[src/rtl/bfa_pkg.sv]
`timescale 1ns / 1ps
package bfa_pkg;

  localparam int DEF_STORE_BYTES    = 4096;
  localparam int DEF_MAX_FIELD_BITS = 32;

  localparam int OFFSET_W   = 15;
  localparam int FWIDTH_W   = 6;
  localparam int VALUE_W    = 32;
  localparam int NEXT_W     = 16;
  localparam int SHIFT_W    = 7;
  localparam int WORD_IDX_W = OFFSET_W - 5;

  localparam logic KIND_READ  = 1'b0;
  localparam logic KIND_WRITE = 1'b1;

  // classified access, handed from front end to back end
  typedef struct packed {
    logic                  kind;
    logic                  oor;
    logic                  sat;
    logic [FWIDTH_W-1:0]   width;
    logic [SHIFT_W-1:0]    shift;
    logic [VALUE_W-1:0]    value;
    logic [WORD_IDX_W-1:0] word;
    logic [NEXT_W-1:0]     next_offset;
  } bfa_cmd_t;

endpackage

[src/rtl/bfa_fifo.sv]
`timescale 1ns / 1ps
module bfa_fifo (
  input  logic              clk,
  input  logic              rst_n,
  input  logic              push,
  input  bfa_pkg::bfa_cmd_t push_data,
  output logic              full,
  input  logic              pop,
  output bfa_pkg::bfa_cmd_t head,
  output logic              empty
);

  bfa_pkg::bfa_cmd_t entry_r [2];
  logic              wr_ptr_r, wr_ptr_nxt;
  logic              rd_ptr_r, rd_ptr_nxt;
  logic [1:0]        count_r, count_nxt;

  assign full  = (count_r == 2'd2);
  assign empty = (count_r == 2'd0);
  assign head  = entry_r[rd_ptr_r];

  always_comb begin
    wr_ptr_nxt = push ? ~wr_ptr_r : wr_ptr_r;
    rd_ptr_nxt = pop ? ~rd_ptr_r : rd_ptr_r;
    count_nxt  = count_r + {1'b0, push} - {1'b0, pop};
  end

  always_ff @(posedge clk) begin
    if (!rst_n) begin
      wr_ptr_r <= 1'b0;
      rd_ptr_r <= 1'b0;
      count_r  <= 2'd0;
    end else begin
      wr_ptr_r <= wr_ptr_nxt;
      rd_ptr_r <= rd_ptr_nxt;
      count_r  <= count_nxt;
    end
    if (push) begin
      entry_r[wr_ptr_r] <= push_data;
    end
  end

endmodule

[config.mk]
export PLATFORM = sky130hd
export DESIGN_NAME = bfa_fifo
export DESIGN_NICKNAME = d
export VERILOG_FILES = /design/src/rtl/bfa_pkg.sv /design/src/rtl/bfa_fifo.sv
export SDC_FILE = /design/constraint.sdc
export NUM_CORES = 1
export LEC_CHECK = 0
export BUFFER_PORTS_ARGS = -buffer_cell sky130_fd_sc_hd__buf_2
export CORE_MARGIN = 5
export CORE_UTILIZATION = 54
export CTS_BUF_LIST = sky130_fd_sc_hd__clkbuf_2 sky130_fd_sc_hd__clkbuf_4 sky130_fd_sc_hd__clkbuf_8
export CTS_CLUSTER_SIZE = 40
export DETAILED_ROUTE_END_ITERATION = 6
export GPL_TIMING_DRIVEN = 0
export PLACE_DENSITY = 0.82
export SYNTH_ARGS = -nofsm -noshare
export SYNTH_HDL_FRONTEND = slang
export SYNTH_SLANG_ARGS = --single-unit
[constraint.sdc]
create_clock -name clk -period 5.21 [get_ports clk]
set_input_delay 0.521 -clock clk [delete_from_list [all_inputs] [get_ports clk]]
set_output_delay 0.521 -clock clk [all_outputs]
set_load 0.005 [all_outputs]
# ---- Word-level counts from Yosys, hierarchy flattened
# Memories as Yosys holds them, arrays and structs flattened. A register that Yosys moved wholly into a read port is not among the register bits.
# Index checks and enable logic that the tools add are counted.
dict set report word_totals {
  register_bits 4
  latchBits 0
  ramBits 148
  mem_bits_ro 0
  in_bits 78
  out_inout_bits 76
  elab_cells 14
  n_memories 1
}
dict set report op_classes {
  addsub 2
  multipliers 0
  div 0
  n_lt_le_gt_ge 0
  n_eq_ne 1
  shifts 0
  mux 4
  bitwise 2
  reduce_logical 1
}
# memory depth word_bits rd rd_ports_with_merged_regs write_ports line
set memory_table {}
lappend memory_table {entry_r 2 74 1 1 1 bfa_fifo.sv:13} ;# bfa_pkg::bfa_cmd_t entry_r [2];
# cell count
set ops {}
lappend ops {{1-bit two-way mux} 4}
lappend ops {{2-bit by 1-bit adder with 2-bit output} 1}
lappend ops {{2-bit equality test (second input constant)} 1}
lappend ops {{2-bit logical NOT} 1}
lappend ops {{1-bit inverter} 2}
lappend ops {{2-bit by 1-bit subtractor with 2-bit output} 1}

# ---- Logic depth before layout (Yosys ltp)
dict set report depth {
  word_depth 3
  mapped_depth 6
  ltp_nobuf 6
}

# ---- Least setup slack after synthesis
# No wires, ideal clock.
dict set report synth_timing {
  path_type {input to register}
  startpoint {input push}
  endpoint {memory entry_r[0][0] (netlist name) (enable)}
  setup_ps 516
  t_arrival_ps 3794
  required_ps 4694
  path_slack_ps 900
  cell_stages 1
  n_path_buf 0
  cell_sequence {nor2b_1}
}
dict set report synth_between {
  elab_chain_len 2
}
# element line
set synth_rtl {}
lappend synth_rtl {{start, declared} bfa_fifo.sv:5} ;# input logic push,
lappend synth_rtl {{1-bit two-way mux} bfa_fifo.sv:38} ;# if (push) begin
lappend synth_rtl {{1-bit two-way mux (implied by the code)} bfa_fifo.sv:39} ;# entry_r[wr_ptr_r] <= push_data;
lappend synth_rtl {{end, declared} bfa_fifo.sv:13}
# No other way between the ends.

==> impl_metrics.csv <==
group,metric,value,unit
clock_network,ctsResizeCount,0,
logic_synthesis,syn_inst,251,
drt,wl_met2,4830,um
die,fp-row-count,37,
timing,finalCritPeriodShare,0.405,
logic_synthesis,seq_area_frac_synth,0.782,
critical_path,criticalPathCategory,"flop to primary output",
die,die_height,114,um
layout,layout.nets,506,
power_and_ir_drop,p_seq_frac,0.547,
die,core_region_area,0.0104,mm^2
logic_synthesis,ys_types,14,
drt,drt_wl_total,9680,um
power_and_ir_drop,power_density,364,mW/mm^2
critical_path,start_kind,"flop",
critical_path,worstSetupEndpointType,"primary output",
logic_synthesis,synthTopCellsByCount,"148 x edfxtp_1, 60 x mux2_4, 14 x mux2_2",
timing,finClkSkew,0.00523,ns
clock_network,cts.sinks,153,
drt,vias,2850,
clock_network,cts_buffer_depth,2,
placement,gp_congestion,0.730,
grt,grt_pass1_wl,15000,um
placement,dp_hpwl,6920,um
worst_hold_path,hp-class,"primary input to flop",
logic_synthesis,synth-edff-count,148,
logic_synthesis,synth_area_per_cell,23.2,um^2
power_and_ir_drop,switching_power,0.544,mW
critical_path,cp_max_fo,10,
grt,grt_max_degree,43,
critical_path,required,4.69,ns
power_and_ir_drop,combPwrFrac,0.117,
timing,setup_viol,0,
layout,final_layout_size_suffix_gt1_frac,0.615,
placement,io_buffers,153,
critical_path,crit_slowest_cell,"dfxtp_1",
logic_synthesis,synth_ff_type,"edfxtp_1",
clock_network,numCtsBuffers,17,
clock_network,clock_latency,0.41,ns
power_and_ir_drop,clkPwrFrac,0.336,
critical_path,slowest_delay,0.34,ns
timing,rsz0062_at_grt,"false",
drt,drt_pass1_iterations,4,
clock_network,h-tree-depth,4,
logic_synthesis,yosysMostFrequentCell,"edfxtp_1",
drt,wl_met1,3790,um
critical_path,cp_cell_sequence,"buf_6 > buf_6 > mux2_4 > buf_2",
drt,viasPerCell,4.96,
status,status,"finished clean",
logic_synthesis,synth_top_cell_by_area,"edfxtp_1",
critical_path,cp_top_family,"buffers and inverters",
logic_synthesis,async_flop_share,0,
logic_synthesis,synth_top_area_frac,0.765,
drt,wl_met3,934,um
power_and_ir_drop,max-vdd-ir-drop,0.210,mV
power_and_ir_drop,intPower,2.09,mW
timing,min_period,2.11,ns
die,initial_core_util,0.558,
flow_run,drv_cap,0,
layout,fin_util,0.694,
critical_path,crit_arrival,1.59,ns
grt,grt_overflow,0,
grt,track_usage,0.155,
drt,drt_iter0_markers,138,
drt,drc,0,
die,die_area,0.0129,mm^2
logic_synthesis,ys_warn_count,0,
clock_network,cts.reportedPaths.clkPinSlew,0.07,ns
layout,multi_input_comb_area,0.00119,mm^2
clock_network,post_cts_buffers,0,
power_and_ir_drop,p_leak,2.88,nW
timing,tns,0,ns
critical_path,crit_top_cell,"buf_6",
clock_network,cts_root_buffer,"clkbuf_8",
clock_network,cts_hold_buf,0,
timing,maxSlewViolCount,0,
logic_synthesis,yosys_register_bits,153,
drt,ant_nets,0,
layout,area_growth_syn_to_layout,24.3,%
clock_network,cts_tree,"built",
placement,post-place-cells,543,
layout,n_antenna_cell,0,
logic_synthesis,syn-cell-area,0.00581,mm^2
logic_synthesis,synth_area_leaders,"edfxtp_1 76%, mux2_4 16%, mux2_2 2.7%",
layout,fillCellCount,694,
timing,maxSlewHeadroom,0.684,
timing,max_freq,474,MHz
power_and_ir_drop,p_sw_frac,0.207,
drt,routed.top_layer,"met4",
layout,instances_no_fill,575,
grt,antenna_found_initial,0,
logic_synthesis,syn-num-nets,331,
power_and_ir_drop,p_total,2.63,mW
critical_path,path_buf_inv,3,
die,die_x,114,um
timing,finalHoldViolCount,0,
timing,tightest_slew,0.473,ns
die,ios,154,
grt,first_global_vias,3036,
layout,seq_area,0.00454,mm^2
drt,routedWlPerCell,16.8,um
[flip-flops by register name, summed over array words and instances (netlist names), named ones only]
| name | cells |
|---|---|
| count_r | 2 |
| rd_ptr_r | 1 |
| entry_r | 148 |
| wr_ptr_r | 1 |
[layout make-up]
type | count | share of cell area
Timing Repair Buffer | 156 | 0.114
Clock buffer | 20 | 0.0355
Buffer | 8 | 0.0116
Multi-Input combinational cell | 88 | 0.164
Sequential cell | 153 | 0.629
Tap cell | 136 | 0.0235
Inverter | 2 | 0.00104
Clock inverter | 12 | 0.0210
[stage by stage]
step	hold slack [ns]	setup WS [ns]	cell area, um^2
floorplan	0.555	0.900	5810
global route	0.236	2.99	7230
global placement	0.567	-0.956	6750
detailed placement	0.571	3.44	6820
finish	0.290	3.10	7230
CTS	0.247	3.04	7230
[path summary, 6_finish.rpt]
kind	start	to	slack (ns)	depth (start not counted)
worst max-delay path	flop	head[36]	3.10	4
worst min-delay path	push_data[5]	entry_r[1][5]	0.29	1
worst max register to register	wr_ptr_r	entry_r[1][54]	3.71	2
worst min register to register	rd_ptr_r	flop	0.59	2
[power groups by stage]
stage	Sequential [mW]	Combinational (mW)	Clock, mW
5_1_grt	1.44	0.332	0.976
3_3_place_gp	1.47	0.298	0
6_report	1.44	0.307	0.884
3_5_place_dp	1.47	0.313	0
4_1_cts	1.44	0.314	0.913
2_1_floorplan	1.47	0.181	0
[per-layer routing]
| metal | vias up | GRT usage |
|---|---|---|
| li1 | 1338 | - |
| met1 | 1377 | 0.179 |
| met5 | - | 0 |
| met4 | 0 | 0.0641 |
| met3 | 10 | 0.0653 |
| met2 | 125 | 0.254 |
[cells by family (layout without fill, tap and decap cells)]
| family | Yosys count | after routing | share of synthesized area |
|---|---|---|---|
| adder cells (fa/ha/maj) | 2 | 2 | 0.00431 |
| XOR/XNOR | 2 | 2 | 0.00538 |
| AND/OR/NAND/NOR | 9 | 9 | 0.00926 |
| flip-flops | 153 | 153 | 0.782 |
| AO/OA/AOI/OAI | 1 | 1 | 0.00129 |
| multiplexers | 74 | 74 | 0.182 |
| buffers and inverters | 10 | 198 | 0.0157 |
[cell usage in the layout (no fill, tap or decap), drive strengths merged]
| master | count |
|---|---|
| edfxtp | 148 |
| inv | 2 |
| nor2b | 4 |
| ha | 2 |
| and2 | 4 |
| clkinv | 6 |
| dfxtp | 5 |
| xnor3 | 1 |
| nor2 | 1 |
| xor2 | 1 |
| bufinv | 3 |
| o21a | 1 |
| clkbuf | 20 |
| clkinvlp | 3 |
| buf | 164 |
| mux2 | 74 |
[worst register-to-register path, stage by stage (launching register included)]
cell and delay (ns):
dfxtp_1 0.39, and2_4 0.47, buf_12 0.31
(Power assumes the default switching activity.)
