## src/rtl/bfa_pkg.sv

```systemverilog
`timescale 1ns / 1ps
package bfa_pkg;

  localparam int DEF_STORE_BYTES    = 4096;
  localparam int DEF_MAX_FIELD_BITS = 32;

  localparam int OFFSET_W   = 15;
  localparam int FWIDTH_W   = 6;
  localparam int VALUE_W    = 32;
  localparam int NEXT_W     = 16;
  localparam int SHIFT_W    = 7;
  localparam int WORD_IDX_W = OFFSET_W - 5;

  localparam logic KIND_READ  = 1'b0;
  localparam logic KIND_WRITE = 1'b1;

  // classified access, handed from front end to back end
  typedef struct packed {
    logic                  kind;
    logic                  oor;
    logic                  sat;
    logic [FWIDTH_W-1:0]   width;
    logic [SHIFT_W-1:0]    shift;
    logic [VALUE_W-1:0]    value;
    logic [WORD_IDX_W-1:0] word;
    logic [NEXT_W-1:0]     next_offset;
  } bfa_cmd_t;

endpackage

```

## src/rtl/bfa_if.sv

```systemverilog
`timescale 1ns / 1ps
interface bfa_in_if;
  logic                            valid;
  logic                            ready;
  logic                            kind;
  logic [bfa_pkg::OFFSET_W-1:0]    bit_offset;
  logic [bfa_pkg::FWIDTH_W-1:0]    field_width;
  logic [bfa_pkg::VALUE_W-1:0]     write_value;

  modport source (output valid, kind, bit_offset, field_width, write_value, input ready);
  modport sink (input valid, kind, bit_offset, field_width, write_value, output ready);
endinterface


```

## src/rtl/bfa_front.sv

```systemverilog
`timescale 1ns / 1ps
module bfa_front #(
  parameter int STORE_BYTES    = bfa_pkg::DEF_STORE_BYTES,
  parameter int MAX_FIELD_BITS = bfa_pkg::DEF_MAX_FIELD_BITS
) (
  bfa_in_if.sink            in_chan,
  input  logic              clearing,
  input  logic              q_full,
  output logic              q_push,
  output bfa_pkg::bfa_cmd_t q_data
);

  localparam int STORE_BITS = STORE_BYTES * 8;

  logic [bfa_pkg::FWIDTH_W-1:0] eff_w;
  logic [bfa_pkg::NEXT_W-1:0]   end_bit;
  logic [32:0]                  max_val;
  logic                         too_big;

  assign in_chan.ready = !q_full && !clearing;
  assign q_push        = in_chan.valid && in_chan.ready;

  always_comb begin
    eff_w = (in_chan.field_width > bfa_pkg::FWIDTH_W'(MAX_FIELD_BITS))
          ? bfa_pkg::FWIDTH_W'(MAX_FIELD_BITS) : in_chan.field_width;
    end_bit = bfa_pkg::NEXT_W'(in_chan.bit_offset) + bfa_pkg::NEXT_W'(eff_w);
    max_val = (33'h1 << eff_w) - 33'h1;
    too_big = {1'b0, in_chan.write_value} > max_val;

    q_data.kind        = in_chan.kind;
    q_data.oor         = 32'(end_bit) > 32'(STORE_BITS);
    q_data.sat         = (in_chan.kind == bfa_pkg::KIND_WRITE) && !q_data.oor && too_big;
    q_data.width       = eff_w;
    // right shift that brings the field to bit 0 of the two-word window
    q_data.shift       = 7'd64 - bfa_pkg::SHIFT_W'(in_chan.bit_offset[4:0])
                       - bfa_pkg::SHIFT_W'(eff_w);
    q_data.value       = too_big ? max_val[31:0] : in_chan.write_value;
    q_data.word        = in_chan.bit_offset[bfa_pkg::OFFSET_W-1:5];
    q_data.next_offset = end_bit;
  end

endmodule

```

## src/flat_wrapper.sv

```systemverilog
// flat-port wrapper written by rule: the top's interface ports become plain ports
module bfa_front_flat 
#(
  parameter int STORE_BYTES    = bfa_pkg::DEF_STORE_BYTES,
  parameter int MAX_FIELD_BITS = bfa_pkg::DEF_MAX_FIELD_BITS
)
  (clearing, q_full, q_push, q_data, in_chan_valid, in_chan_kind, in_chan_bit_offset, in_chan_field_width, in_chan_write_value, in_chan_ready);
  bfa_in_if in_chan_i ();
  input  logic clearing;
  input  logic q_full;
  output logic q_push;
  output bfa_pkg::bfa_cmd_t q_data;
  input wire logic [$bits(in_chan_i.valid)-1:0] in_chan_valid;
  input wire logic [$bits(in_chan_i.kind)-1:0] in_chan_kind;
  input wire logic [$bits(in_chan_i.bit_offset)-1:0] in_chan_bit_offset;
  input wire logic [$bits(in_chan_i.field_width)-1:0] in_chan_field_width;
  input wire logic [$bits(in_chan_i.write_value)-1:0] in_chan_write_value;
  output wire logic [$bits(in_chan_i.ready)-1:0] in_chan_ready;
  assign in_chan_i.valid = in_chan_valid;
  assign in_chan_i.kind = in_chan_kind;
  assign in_chan_i.bit_offset = in_chan_bit_offset;
  assign in_chan_i.field_width = in_chan_field_width;
  assign in_chan_i.write_value = in_chan_write_value;
  assign in_chan_ready = in_chan_i.ready;
  bfa_front #(.STORE_BYTES(STORE_BYTES), .MAX_FIELD_BITS(MAX_FIELD_BITS)) u_core (.in_chan(in_chan_i), .clearing(clearing), .q_full(q_full), .q_push(q_push), .q_data(q_data));
endmodule
```

## config.mk

```make
export PLATFORM = sky130hd
export DESIGN_NAME = bfa_front_flat
export DESIGN_NICKNAME = d
export VERILOG_FILES = /design/src/rtl/bfa_pkg.sv /design/src/rtl/bfa_if.sv /design/src/rtl/bfa_front.sv /design/src/flat_wrapper.sv
export SDC_FILE = /design/constraint.sdc
export NUM_CORES = 1
export LEC_CHECK = 0
export BUFFER_PORTS_ARGS = -buffer_cell sky130_fd_sc_hd__buf_2
export CELL_PAD_IN_SITES_DETAIL_PLACEMENT = 1
export CELL_PAD_IN_SITES_GLOBAL_PLACEMENT = 2
export CORE_MARGIN = 2
export CORE_UTILIZATION = 25
export DETAILED_ROUTE_END_ITERATION = 8
export PLACE_DENSITY = 0.89
export SLEW_MARGIN = 15
export SYNTH_ARGS = -nofsm -noshare
export SYNTH_HDL_FRONTEND = slang
export SYNTH_SLANG_ARGS = --single-unit
```

## constraint.sdc

```tcl
create_clock -name vclk -period 5.9
set_input_delay 0.885 -clock vclk [all_inputs]
set_output_delay 0.885 -clock vclk [all_outputs]
set_load 0.01 [all_outputs]
```

### Word-level counts from Yosys, hierarchy flattened

Index checks and enable logic that the tools add are counted.

* bits of input ports: 57
* logic and storage cells: 17
* flip-flop bits (word level): 0
* output and inout bits: 76

* reductions and logical operators: 7
* $add $sub $neg: 4
* muxes and demuxes: 2
* $lt $le $gt $ge: 3
* shift operators: 1

Operators by type and width (count)
* > comparator 32 x 33 -> 1 bit: 1
* left shift 1 x 6 -> 33 bit, first input constant: 1
* subtractor 33 x 1 -> 33 bit, second input constant: 1
* 2-to-1 mux 32 bit: 1
* adder 15 x 6 -> 16 bit: 1
* > comparator 16 bit, second input constant: 1
* subtractor 7 x 5 -> 7 bit, first input constant: 1
* subtractor 7 x 6 -> 7 bit: 1
* > comparator 6 bit, second input constant: 1
* 2-to-1 mux 6 bit: 1
* logical AND 1 bit: 4
* logical NOT 1 bit: 3

### Longest topological paths before layout

* depth after elaboration: 7
* depth in mapped cells: 21
* mapped depth without buffers: 20

### Worst setup path before layout

No wires, ideal clock.

* kind: input to output
* from: input in_chan_field_width[5]
* to: output q_data[71] in the netlist's numbering
* path buffers: 1
* arrival: 4.569 ns
* stages: 18
* data required time: 5.015 ns
* slack: 0.446 ns
* path through: or2_2 -> inv_2 -> nand2_1 -> inv_1 -> nand4_1 -> ha_1 -> inv_1 -> a31oi_1 -> or3_1 -> o31a_1 -> ha_1 -> nand4_1 -> nor4_2 -> a221oi_2 -> a2111oi_4 -> o21ai_2 -> buf_4 -> nor3b_1

RTL lines
* start: declaration: RTL line flat_wrapper.sv:16 `input wire logic [$bits(in_chan_i.field_width)-1:0] in_chan_field_width;`
* end: declaration: RTL line flat_wrapper.sv:12 `output bfa_pkg::bfa_cmd_t q_data;`

==> flow_summary.toml <==
[pwr]
powerDensity_nw_per_um2 = 102
switching_share = 0.547
internal_power_mw = 0.174
clock_power_share = 0
ir_worst_vdd_mv = 0.0400
power_switching_mw = 0.210
p_seq_frac = 0
power.leakage_nw = 2.13
pwr-share-comb = 1.000

[setup_path]
worstPathArrival_ns = 4.81
worst-endpoint-required_ns = 5.02
path_class = "primary input to primary output"
worstSetupStartpointType = "primary input"
cp-end-kind = "primary output"
crit_path_max_fanout = 10

[die]
row_count = 38
die-area_sq_um = 11800
fp.dieH_um = 109
io_pins = 133
core_area_sq_um = 10800
die-width_um = 109
initial_utilization = 0.254

[min_path]
min_to = "q_data[73]"
min_path_cells = 2
hold_start = "in_chan_kind"
hp-class = "primary input to primary output"

[routing]
drt-wirelength-per-cell_um = 15.4
drc = 0
drt_pass1_iterations = 4
wl_um = 10400
ant_nets = 0
vias_per_cell = 4.90
drtIter0Drc = 121
vias = 3315

[synth]
syn_avg_cell_area_sq_um = 6.89
yosys_warnings = 0
synth_fp_nets = 505
synth-seq-area-share = 0
yosysUniqueCellTypes = 53
synthCells = 398
synth_area_sq_um = 2740

[placement]
routabilityCongestion = 0.828
dpl_worst_slack_ns = -0.0537
port_buffers = 133
hpwl_um = 9050

[global_routing]
grt_overflow = 0
grt_pass1_wl_um = 16600
globalRouteTotalUtil = 0.171
grt_pass1_vias = 3435
antenna_found_initial = 0
grt_max_degree = 22

[timing]
fin_ws_ns = 0.208
slew_headroom = 0.716
setup_viol = 0
max_slew.worst_pin.slew_ns = 0.424
max_freq_mhz = 176
rsz0062_at_grt = "no"
slew_viol_final = 0
period_share = 0.965
hold_viol_final = 0
fin_crit_ns = 5.69

[finish]
seq_cell_count = 0
fin_util = 0.351
seqCellArea_sq_um = 0
n_clock_buffer = 0
nets = 645
diodes = 0
synthToLayoutAreaGrowth_pct = 37.9
drive_gt1_frac = 0.356

[status]
outcome = "complete, no violations"

[run]
maxCapViolations = 0

[clocking]
cts_hold_buf = 0
-- power by group through the flow --
stage | Clock [mW] | Combinational (mW) | Sequential [mW]
6_report | 0 | 0.384 | 0
5_1_grt | 0 | 0.427 | 0
3_3_place_gp | 0 | 0.356 | 0
4_1_cts | 0 | 0.374 | 0
2_1_floorplan | 0 | 0.228 | 0
3_5_place_dp | 0 | 0.368 | 0
-- metrics by stage --
stage / power (mW) / area [sq um] / hold slack, ns / setup TNS [ns] / instances
2_1_floorplan: 0.228 / 2740 / 1.82 / 0 / 398
5_1_grt: 0.427 / 3780 / 1.98 / 0 / 676
3_3_place_gp: 0.356 / 3640 / 1.98 / 0 / 668
4_1_cts: 0.374 / 3660 / 1.98 / 0 / 671
6_report: 0.384 / 3780 / 1.97 / 0 / 676
3_5_place_dp: 0.368 / 3640 / 1.98 / -0.373 / 668
-- cells by family after synthesis --
group / synth area share
buffers and inverters: 0.138
multiplexers: 0.139
adder cells (fa/ha/maj): 0.233
AO/OA/AOI/OAI: 0.218
XOR/XNOR: 0.0702
AND/OR/NAND/NOR: 0.201
-- final cells by class --
type               instances  area [sq um]
multi-input cells        314          2430
fillers                 1399          7010
well taps                140           175
inverters                 55           209
repair buffers           167           975
-- repair_timing --
item                                    in CTS  in global routing
gates resized for setup                      0                 15
setup buffers                                3                  4
pin swaps                                    1                 12
gates cloned                                 0                  1
endpoints found under the setup margin      13                 33
-- placed cells by master, fill, tap and decap left out, drive strengths merged, types with 2 or more instances in the layout --
| cell | count |
|---|---|
| a211oi | 4 |
| a21o | 5 |
| a21oi | 32 |
| a31oi | 7 |
| and2 | 2 |
| and3 | 2 |
| buf | 166 |
| fa | 2 |
| ha | 48 |
| inv | 54 |
| mux2 | 8 |
| mux2i | 28 |
| nand2 | 31 |
| nand2b | 5 |
| nand3 | 15 |
| nand4 | 7 |
| nor2 | 27 |
| nor3 | 9 |
| nor3b | 3 |
| nor4 | 3 |
| o211ai | 3 |
| o21ai | 22 |
| o21bai | 2 |
| o31a | 5 |
| or2 | 2 |
| or3 | 5 |
| xnor2 | 13 |
| xor2 | 9 |
-- how the worst max path moves through the flow --
stage,slack (ns),cells after the start,start,endpoint
2_1_floorplan,0.45,18,in_chan_field_width[5],q_data[71]
3_3_place_gp,0.05,20,in_chan_field_width[5],q_data[33]
3_5_place_dp,-0.05,20,in_chan_field_width[5],q_data[46]
4_1_cts,0.06,20,in_chan_field_width[5],q_data[45]
5_1_grt,0.009,21,in_chan_field_width[5],q_data[46]
6_report,0.21,19,in_chan_field_width[5],q_data[33]
-- Yosys cell counts (all sizes together) (3+ instances only) --
master,count,share of area
inv,54,0.074
ha,48,0.22
a21oi,32,0.058
nand2,31,0.042
mux2i,28,0.10
nor2,27,0.037
o21ai,22,0.041
buf,19,0.049
nand3,15,0.027
xnor2,13,0.041
clkbuf,10,0.014
nor3,9,0.016
xor2,9,0.029
mux2,8,0.037
a31oi,7,0.016
nand4,7,0.016
a21o,5,0.014
nand2b,5,0.011
o31a,5,0.016
or3,5,0.011
a211oi,4,0.011
nor3b,3,0.0082
nor4,3,0.0091
o211ai,3,0.0082
-- routing by layer --
metal	global-route usage	share of wire	up-vias
met1	0.206	0.43	1550
met4	0.00641	0.0018	0
met3	0.0149	0.058	4
li1	-	-	1664
met5	0	0	-
met2	0.342	0.51	97
-- worst max-delay path, stage by stage --
cell       delay [ns]
buf_2            0.09
buf_4            0.16
nand2b_1         0.16
and3_1           0.21
nand2_2          0.11
ha_4             0.20
inv_4            0.06
a31oi_1          0.04
or3_4            0.34
o31a_1           0.36
ha_4             0.29
nand4_1          0.15
nor4_4           0.38
a221oi_2         0.15
a2111oi_4        0.41
o21ai_4          0.18
buf_12           0.19
mux2_4           0.29
buf_2            0.14
Power figures use the tool's default switching activity.
